[config.mk]
export PLATFORM = sky130hd
export DESIGN_NAME = pfs_controller
export DESIGN_NICKNAME = d
export VERILOG_FILES = /design/src/design/pfs_pkg.sv /design/src/design/pfs_controller.sv
export SDC_FILE = /design/constraint.sdc
export NUM_CORES = 1
export LEC_CHECK = 0
export BUFFER_PORTS_ARGS = -buffer_cell sky130_fd_sc_hd__buf_2
export CAP_MARGIN = 10
export CORE_AREA = 8 8 45 47
export DETAILED_ROUTE_END_ITERATION = 7
export DIE_AREA = 0 0 53 55
export HOLD_SLACK_MARGIN = 0.03
export SYNTH_ARGS = -nofsm -noshare
export SYNTH_HDL_FRONTEND = slang
export SYNTH_SLANG_ARGS = --single-unit
export TNS_END_PERCENT = 50
[constraint.sdc]
create_clock -name clk -period 1.1 [get_ports clk]
set_clock_uncertainty 0.05 [all_clocks]
set_input_delay 0.055 -clock clk [delete_from_list [all_inputs] [get_ports clk]]
set_output_delay 0.055 -clock clk [all_outputs]
set_load 0.02 [all_outputs]
[src/design/pfs_pkg.sv]
`timescale 1ns / 1ps
// ----------------------------------------------------------------------------
// pfs_pkg
// Shared types, action codes and pixel helpers for the packed 3bpp frame
// store.
// ----------------------------------------------------------------------------
package pfs_pkg;

	localparam int CODE_W = 3;
	localparam int WORD_W = 24;
	localparam int PIXELS_PER_WORD = 8;

	localparam logic [1:0] ACT_READ   = 2'd0;
	localparam logic [1:0] ACT_WRITE  = 2'd1;
	localparam logic [1:0] ACT_CLEAR  = 2'd2;
	localparam logic [1:0] ACT_RENDER = 2'd3;

	// one code repeated in all eight slots
	localparam logic [WORD_W-1:0] REPEAT8 = 24'h249249;

	typedef struct packed {
		logic capture;
		logic calc;
		logic rd_en;
		logic load;
		logic wr_word;
		logic clr_wr;
		logic cnt_clr;
		logic cnt_inc;
		logic emit;
	} cmd_t;

	typedef struct packed {
		logic [1:0] action;
		logic       in_frame;
		logic       clear_last;
		logic       res_last;
	} sts_t;

	function automatic logic [WORD_W-1:0] palette(input logic [CODE_W-1:0] code);
		logic [WORD_W-1:0] rgb;
		unique case (code)
			3'd0: rgb = 24'h000000;
			3'd1: rgb = 24'hFF0000;
			3'd2: rgb = 24'h00FF00;
			3'd3: rgb = 24'hFFFF00;
			3'd4: rgb = 24'h0000FF;
			3'd5: rgb = 24'hFF00FF;
			3'd6: rgb = 24'h00FFFF;
			default: rgb = 24'hFFFFFF;
		endcase
		return rgb;
	endfunction

	// pixel 0 sits in the top slot
	function automatic logic [CODE_W-1:0] slot_get(input logic [WORD_W-1:0] w,
	                                               input logic [2:0] sel);
		logic [CODE_W-1:0] r;
		r = '0;
		for (int i = 0; i < PIXELS_PER_WORD; i++) begin
			if (sel == 3'(i))
				r = w[WORD_W-1-CODE_W*i -: CODE_W];
		end
		return r;
	endfunction

	function automatic logic [WORD_W-1:0] slot_put(input logic [WORD_W-1:0] w,
	                                               input logic [2:0] sel,
	                                               input logic [CODE_W-1:0] code);
		logic [WORD_W-1:0] r;
		r = w;
		for (int i = 0; i < PIXELS_PER_WORD; i++) begin
			if (sel == 3'(i))
				r[WORD_W-1-CODE_W*i -: CODE_W] = code;
		end
		return r;
	endfunction

endpackage

[src/design/pfs_controller.sv]
`timescale 1ns / 1ps
// ----------------------------------------------------------------------------
// pfs_controller
// Sequencer for one action: capture, address, memory read, merge/write,
// clear sweep and result emission.
// ----------------------------------------------------------------------------
module pfs_controller (
	input  logic          clk,
	input  logic          arst_n,
	input  logic          start,
	output logic          busy,
	input  pfs_pkg::sts_t sts,
	output pfs_pkg::cmd_t cmd
);
	import pfs_pkg::*;

	localparam logic [2:0] S_IDLE  = 3'd0;
	localparam logic [2:0] S_CALC  = 3'd1;
	localparam logic [2:0] S_READ  = 3'd2;
	localparam logic [2:0] S_LOAD  = 3'd3;
	localparam logic [2:0] S_CLEAR = 3'd4;
	localparam logic [2:0] S_EMIT  = 3'd5;

	logic [2:0] state_q;
	logic [2:0] state_d;

	always_ff @(posedge clk or negedge arst_n) begin
		if (!arst_n) begin
			state_q <= S_IDLE;
		end else begin
			state_q <= state_d;
		end
	end

	always_comb begin
		state_d = state_q;
		cmd     = '0;
		unique case (state_q)
			S_IDLE: begin
				if (start) begin
					cmd.capture = 1'b1;
					state_d     = S_CALC;
				end
			end
			S_CALC: begin
				cmd.calc = 1'b1;
				priority if (sts.action == ACT_CLEAR) begin
					cmd.cnt_clr = 1'b1;
					state_d     = S_CLEAR;
				end else if (!sts.in_frame) begin
					cmd.cnt_clr = 1'b1;
					state_d     = S_EMIT;
				end else begin
					state_d = S_READ;
				end
			end
			S_READ: begin
				cmd.rd_en = 1'b1;
				state_d   = S_LOAD;
			end
			S_LOAD: begin
				cmd.load    = 1'b1;
				cmd.wr_word = (sts.action == ACT_WRITE);
				cmd.cnt_clr = 1'b1;
				state_d     = S_EMIT;
			end
			S_CLEAR: begin
				cmd.clr_wr = 1'b1;
				if (sts.clear_last) begin
					cmd.cnt_clr = 1'b1;
					state_d     = S_EMIT;
				end else begin
					cmd.cnt_inc = 1'b1;
				end
			end
			S_EMIT: begin
				cmd.emit    = 1'b1;
				cmd.cnt_inc = 1'b1;
				if (sts.res_last)
					state_d = S_IDLE;
			end
			default: begin
				state_d = S_IDLE;
			end
		endcase
	end

	assign busy = (state_q != S_IDLE);

endmodule

## After elaboration in Yosys (flattened, before gate mapping)

Cells that the tools add are included.

| word-level totals | value |
|---|---|
| flip-flop bits (word level) | 3 |
| memory bits (read-only) | 0 |
| input port bits | 8 |
| bits in latches | 0 |
| word-level logic and storage cells | 33 |
| memories | 0 |
| memory bits (writable) | 0 |

| cells by class | value |
|---|---|
| add/subtract/negate cells | 0 |
| order comparisons | 0 |
| equality and inequality tests | 10 |
| reduce and logical (&&, ||, !) cells | 3 |
| div/mod/pow operators | 0 |
| shifts and indexed selects | 0 |
| bitwise logic cells | 0 |
| muxes and demuxes | 19 |
| multipliers | 0 |

Operator list:

| kind | count |
|---|---|
| $pmux 3 s6 | 1 |
| $mux 3 | 5 |
| $mux 1 | 10 |
| $eq 3x2->1 const B | 2 |
| $eq 3x3->1 const B | 2 |
| $ne 2x2->1 const B | 3 |
| $eq 3x1->1 const B | 1 |
| $logic_not 3->1 | 1 |
| $pmux 1 s3 | 1 |
| $reduce_and 3->1 | 1 |
| $reduce_bool 3->1 | 1 |
| $eq 2x1->1 const B | 1 |
| $eq 2x2->1 const B | 1 |
| $mux 2 | 1 |
| $pmux 1 s2 | 1 |

## Depth between registers and ports, before layout

Gate-level depths: netlist (run 1).

| depth | value |
|---|---|
| depth after elaboration | 3 |
| gate-level depth with buffers | 3 |
| gate-level depth less buffers | 3 |

## Least setup slack after synthesis (run 1)

OpenSTA, ideal clock, no wires.

| timing | value |
|---|---|
| path type | reg2out |
| start point | register state_q[2] |
| end point | output cmd[8] in the netlist's numbering |
| required time | 0.995 ns |
| cell stages (with the launch flop) | 3 |
| data arrival time | 1.228 ns |
| setup slack | -0.233 ns |
| cell sequence | dfrtp_1 or3_1 nor2_1 |

RTL lines:

| item | line | source |
|---|---|---|
| from (decl) | pfs_controller.sv:24 | `logic [2:0] state_q;` |
| from (signal assigned) | pfs_controller.sv:31 | `state_q <= state_d;` |
| to (decl) | pfs_controller.sv:13 | `output pfs_pkg::cmd_t cmd` |

==> metrics.yaml, run 1 <==
status: "finished, violations left"
violations: "negative setup slack"
grt_overflow: 0
synth.area.mux_share_pct: 0
fill_cells: 152
synth_nets: 39
hold_viol: 0
worst_path_max_delay_cell: "dfrtp_2"
crit_family: "flip-flops"
vias: 339
synthXorXnorAreaFrac_pct: 0
setup_slack_ns: -0.3039
crit_path_end_kind: "primary output"
drive_above_1_share_pct: 71.67
critPathLaunchType: "flop"
first_pass_iters: 1
vias_per_cell: 4.461
reg_top3: "state_q (3)"
first_iter_violations: 0
htreeDepth: 1
worstPathArrival_ns: 1.30
ios: 18
post_drt_wl_per_cell_um: 12.62
vdd_drop_max_mv: 1.002
worstMarginPinSlew_ns: 0.2739
grt_pass1_wl_mm: 1.593
finalCritPeriodShare_pct: 127.6
clock_sinks: 3
drv_cap: 0
r2r_setup_slack_ns: -0.09
path_cells: "buf_4 -> and2_4 -> and3b_2 -> buf_4"
fin_cells: 76
leakagePower_nw: 0.2817
start_util_pct: 18.44
rows: 14
synth_top_family_by_area: "simple AND/OR/NAND/NOR gates"
synth_fa_ha_area_share_pct: 0
regToRegStartpoint: "state_q[1]"
synth_cell_types: 21
finalMaxSlewViolations: 0
seq_area_frac_synth_pct: 29.41
synth_compound_area_share_pct: 22.55
dp.cells: 70
ctsRootBufferMaster: "clkbuf_4"
wl_um: 959
syn_inst: 31
clk_latency_ns: 0.23
syn_to_final_growth_pct: 115.2
port_buffers: 17
power_mw: 1.719
antenna_found_initial: 0
yosys.area_share.simple_pct: 43.63
cpMostUsedCell: "buf_4"
finalSetupViolations: 11
ant_nets: 0
coreArea_um2: 1384
finalSetupTns_ns: -2.388
fin_nets: 69
crit_buf_inv: 2
drcViolationCount: 0
place_congestion: 0.8490
synth_area_um2: 255.2
largest_register: "state_q"
insertedDiodeCount: 0
die_area_um2: 2915
dp_slack_ns: -0.1226
required_ns: 1.00
grt_use_total_pct: 7.772
ys_ff_latch: 3
clk_pin_slew_ns: 0.04
placedInstanceArea_um2: 425.4
crit_type: "reg2out"
cts_buffer_depth: 2
worstPathMaxFanout: 5
synth_warnings: 0
die_w_um: 53
synth.avg_cell_area_um2: 8.234
max_stage_delay_ns: 0.42
min_path_type: "in2async"
grt_pass1_vias: 380
slew_headroom_pct: 81.70
hpwl_um: 688.8
powerDensity_nw_per_um2: 3130
rsz0062_at_grt: "yes"
die_y_um: 55
cts_tree: "yes"
numCtsBuffers: 3
fmax_ghz: 0.7123
reg2reg_to: "state_q[0]"
layout.cell_area.non_filler_um2: 549.3
r2r_cells: 4
finalWorstPathRequiredPeriod_ns: 1.404
grt_max_degree: 7
largest_reg_flops: 3
[worst max-delay path by stage]
stage	start	endpoint	slack (ns)	cells after the start
final	state_q[1]	cmd[4]	-0.30	4
after global routing	state_q[1]	cmd[4]	-0.34	4
after CTS	state_q[1]	cmd[2]	-0.31	4
after detailed placement	state_q[2]	cmd[8]	-0.12	3
after global placement	state_q[2]	cmd[8]	-0.11	3
after floorplan	state_q[2]	cmd[8]	-0.12	2
[routing by layer]
| layer | share of wire (%) | wire, um | track usage, % |
|---|---|---|---|
| met1 | 42 | 402 | 7.481 |
| met2 | 50 | 476 | 12.11 |
| met3 | 6.3 | 60 | 2.674 |
| met4 | 2.0 | 19 | 9.052 |
| met5 | 0 | 0 | 0 |
[report_power, final]
part | internal [mW] | switching [mW]
sequential | 0.174 | 0.0911
clock | 0.136 | 0.0600
combinational | 0.689 | 0.569
total | 0.999 | 0.720
[cell usage after synthesis]
master | n | share of area, %
nor2_1 | 2 | 2.9
a22o_1 | 1 | 3.4
o31ai_1 | 1 | 2.9
and2_1 | 1 | 2.5
o21ai_1 | 1 | 2.0
nor3_1 | 2 | 3.9
inv_1 | 3 | 4.4
o2bb2ai_1 | 1 | 3.4
nor3b_2 | 1 | 4.9
or3_1 | 1 | 2.5
nand2_1 | 1 | 1.5
and2_4 | 1 | 3.4
a21bo_1 | 1 | 3.9
and2b_1 | 1 | 2.9
a21boi_0 | 1 | 2.9
and3b_1 | 1 | 3.4
o21ai_0 | 2 | 3.9
nor2b_2 | 1 | 3.4
nor2b_1 | 3 | 7.4
nand2b_1 | 2 | 4.9
dfrtp_1 | 3 | 29
[worst register-to-register path, cell delays in order (launching register included)]
cell and delay, ns:
dfrtp_2 0.42, buf_4 0.15, nor3b_4 0.20, o2bb2ai_1 0.15, a22o_1 0.15
[cell families (layout without fill, tap and decap cells)]
logic type             Yosys count  in the layout
flip-flops                       3              3
AO/OA/AOI/OAI                    8              8
buffers and inverters            3             32
AND/OR/NAND/NOR                 17             17
[repair_timing]
action                                  CTS  global route
endpoints found under the setup margin   12            12
endpoints found under the hold margin     3             0
hold buffers                              1             0
resized for setup                        23             1
pin swaps                                 4             3
setup buffers                             1             0
[area by class of cell]
| class | count | area [um2] | share of cell area, % |
|---|---|---|---|
| sequential | 3 | 78.83 | 14.35 |
| timing repair buffer | 25 | 188.9 | 34.40 |
| multi-input combinational | 25 | 224.0 | 40.77 |
| tap | 16 | 20.02 | 3.645 |
| clock buffer | 4 | 26.28 | 4.784 |
| inverter | 3 | 11.26 | 2.050 |
[cell usage in the layout (no fill, tap or decap), types with 2 or more instances in the layout]
| master | n |
|---|---|
| buf_4 | 11 |
| buf_2 | 8 |
| buf_6 | 5 |
| clkbuf_4 | 3 |
| dfrtp_2 | 3 |
| nor2b_4 | 2 |
| and2_4 | 2 |
| nor2b_1 | 2 |
| inv_1 | 2 |
| o21ai_0 | 2 |
[metrics by stage]
stage / hold WS [ns] / util [%]
finish: 0.09257 / 39.69
global route: 0.1040 / 39.69
CTS: 0.08281 / 39.42
detailed placement: -0.1966 / 30.74
global placement: -0.1973 / 30.74
floorplan: -0.2906 / -
Power figures use the tool's default switching activity.
==> run 2, diff against run 1 <==
--- a/config.mk
+++ b/config.mk
@@ -5,12 +5,14 @@
 export SDC_FILE = /design/constraint.sdc
 export NUM_CORES = 1
 export LEC_CHECK = 0
+export ABC_AREA = 1
 export BUFFER_PORTS_ARGS = -buffer_cell sky130_fd_sc_hd__buf_2
 export CAP_MARGIN = 10
 export CORE_AREA = 8 8 45 47
 export DETAILED_ROUTE_END_ITERATION = 7
 export DIE_AREA = 0 0 53 55
 export HOLD_SLACK_MARGIN = 0.03
+export PLACE_DENSITY = 0.44
 export SYNTH_ARGS = -nofsm -noshare
 export SYNTH_HDL_FRONTEND = slang
 export SYNTH_SLANG_ARGS = --single-unit
==> run 2 against run 1 <==
Compared with the run above: via count grew 9.7%; critical endpoint is now cmd[2]; global-route usage shrank 0.71 points; critical path type unchanged; the flow still finishes with violations (negative setup slack); synthesized cell count rose by 45%; count of clock-buffer cells in the layout stayed put.
==> metrics.yaml, run 2 <==
status: "finished, violations left"
violations: "negative setup slack"
grt_pass1_wl_mm: 1.511  # -5.1%
hold_slack_ns: 0.03952  # -0.05305 ns
p_sw_mw: 0.8703  # +21%
clk_pin_slew_ns: 0.04  # about the same
fmax_ghz: 0.7588  # +6.5%
synthFlopType: "dfrtp_1"
vias: 372  # +9.7%
synth_warnings: 0  # unchanged
finalCritPeriodShare_pct: 119.8  # -7.8 points
grt_use_total_pct: 7.061  # -0.71 points
rsz0062_at_grt: "yes"
p_int_mw: 0.9666  # -3.3%
async_flop_share_pct: 100.0  # unchanged
power_frac_clock_pct: 10.4  # -1.0 points
synth-edff-count: 0  # unchanged
vias_per_cell: 4.000  # -10%
clock_sinks: 3  # unchanged
worstPathMaxFanout: 3  # -2
place_congestion: 0.7288  # -14%
setup_slack_ns: -0.2178  # +0.08605 ns
utilization_pct: 42.68  # +3.0 points
synth.top_cells.by_count: "nand2_1, inv_1, nor2_1"
synth_nets: 53  # +36%
finalMaxSlewViolations: 0  # unchanged
synth.avg_cell_area_um2: 6.312  # -23%
fill_cells: 146  # -3.9%
fin_nets: 86  # +25%
min_path_type: "in2reg"
grt_overflow: 0  # unchanged
grt_max_degree: 6  # -1
reg_top3: "state_q (3)"
final_common_cell: "buf_4"
hpwl_um: 723.4  # +5.0%
finalSetupViolations: 11  # unchanged
ctsRootBufferMaster: "clkbuf_4"
ys_ff_latch: 3  # unchanged
rows: 14  # unchanged
critPathLaunchType: "flop"
syn_inst: 45  # +45%
htreeDepth: 1  # unchanged
die_area_um2: 2915  # unchanged
numCtsBuffers: 3  # unchanged
largest_reg_flops: 3  # unchanged
crit_type: "reg2out"
largest_register: "state_q"
netSwitchingFraction_pct: 47.38  # +5.5 points
syn_to_final_growth_pct: 107.9
layout.cell_area.non_filler_um2: 590.6  # +7.5%
finalWorstPathRequiredPeriod_ns: 1.318  # -0.08605 ns
crit_path_end_kind: "primary output"
drive_above_1_share_pct: 64.94  # -6.7 points
seqPwrFrac_pct: 13.5  # -1.9 points
insertedDiodeCount: 0  # unchanged
ios: 18  # unchanged
synth_cell_types: 14  # -33%
first_pass_iters: 4  # +3
cts_tree: "yes"
placedInstanceArea_um2: 459.2  # +7.9%
slew_headroom_pct: 81.60  # -0.10 points
first_iter_violations: 3  # +3
ant_nets: 0  # unchanged
vdd_drop_max_mv: 1.266  # +26%
pwr-share-comb_pct: 76.1  # +2.9 points
layout.cells.most_common_list: "buf_4, nand2_1, buf_2, buf_6, inv_1"
clk_latency_ns: 0.23  # about the same
antenna_found_initial: 0  # unchanged
seq_area_frac_synth_pct: 26.43  # -3.0 points
drcViolationCount: 0  # unchanged
synth_area_um2: 284.0  # +11%
drv_cap: 0  # unchanged
leakagePower_nw: 0.3283  # +17%
finalSetupTns_ns: -1.572  # +0.8160 ns
post_drt_wl_per_cell_um: 9.656  # -23%
start_util_pct: 20.52  # +2.1 points
hold_viol: 0  # unchanged
wl_um: 898  # -6.4%
worstPathArrival_ns: 1.21  # -0.09 ns
die_w_um: 53  # unchanged
dp_slack_ns: -0.007114  # +0.1155 ns
worstMarginPinSlew_ns: 0.2741  # +0.0002602 ns
yosys-top-cells-area: "dfrtp_1, nand2_1, inv_1"
required_ns: 1.00  # about the same
port_buffers: 17  # unchanged
synth_most_common_cell: "nand2_1"
grt_pass1_vias: 384  # +1.1%
powerDensity_nw_per_um2: 3110  # -0.64%
cts_buffer_depth: 2  # unchanged
die_y_um: 55  # unchanged
synth_top_area_cell: "dfrtp_1"
synth_top_area_share_pct: 26.43  # -3.0 points
coreArea_um2: 1384  # unchanged
## run 2: cell types whose count changed after synthesis, moves of 3 or more
cell / delta
nand2_1: +12
nor2_2: +3
nor2b_1: -3
inv_1: +5
inv_2: +3
## run 2: repair_timing
action                                 CTS  global route
setup endpoints to repair               10            13
pin swaps                                1             2
endpoints found under the hold margin    3             0
gates resized for setup                 15            10
buffers inserted                         1             2
hold buffers                             1             0
## run 2: critical path: stages (launching register included)
cell	delay (ns)
dfrtp_1	0.41
inv_2	0.08
nor2_4	0.10
inv_2	0.07
nor2_4	0.08
nand2_2	0.06
nand2_2	0.07
buf_6	0.11
## run 2: final timing paths
check | start | depth (start not counted) | slack [ns] | end
hold / removal | sts[0] | 4 | 0.04 | state_q[0]
max in group asynchronous | arst_n | 2 | 0.77 | state_q[1]
hold reg to reg | state_q[2] | 3 | 0.61 | state_q[1]
setup / recovery | state_q[2] | 7 | -0.22 | cmd[2]
setup reg to reg | state_q[2] | 8 | -0.13 | state_q[2]
min in group asynchronous | arst_n | 2 | 0.11 | state_q[0]
## run 2: through the flow
stage | instances | power, mW
after floorplan | 45 | 0.9199
after global placement | 85 | 1.357
after detailed placement | 85 | 1.346
after CTS | 91 | 1.729
after global routing | 93 | 2.012
final | 93 | 1.837
## run 2: area by class of cell
class | instances | area, um2 | share of cell area (%)
repair buffers | 28 | 222.7 | 37.71
inverters | 11 | 43.79 | 7.415
flip-flops and latches | 3 | 76.32 | 12.92
clock buffers | 4 | 26.28 | 4.449
multi-input cells | 31 | 201.4 | 34.11
well taps | 16 | 20.02 | 3.390
## run 2: cell families (layout without fill, tap and decap cells)
family	count (synthesis)	in the layout	share of synthesized area, %
DFF	3	3	26.43
AOI/OAI and AO/OA	4	4	7.929
and+or+nand+nor	27	27	51.10
buffers and inverters	11	43	14.54
## run 2: layer usage
metal | share of wire [%] | global-route usage (%)
met3 | 10 | 1.872
met2 | 52 | 12.11
met4 | 0 | 5.172
met5 | 0 | 0
met1 | 38 | 7.328
## run 2: power groups by stage
stage / Combinational (mW) / Sequential (mW) / Clock [mW]
6_report: 1.40 / 0.248 / 0.192
5_1_grt: 1.54 / 0.255 / 0.213
4_1_cts: 1.29 / 0.237 / 0.204
3_5_place_dp: 1.11 / 0.235 / 0
3_3_place_gp: 1.12 / 0.237 / 0
2_1_floorplan: 0.675 / 0.245 / 0
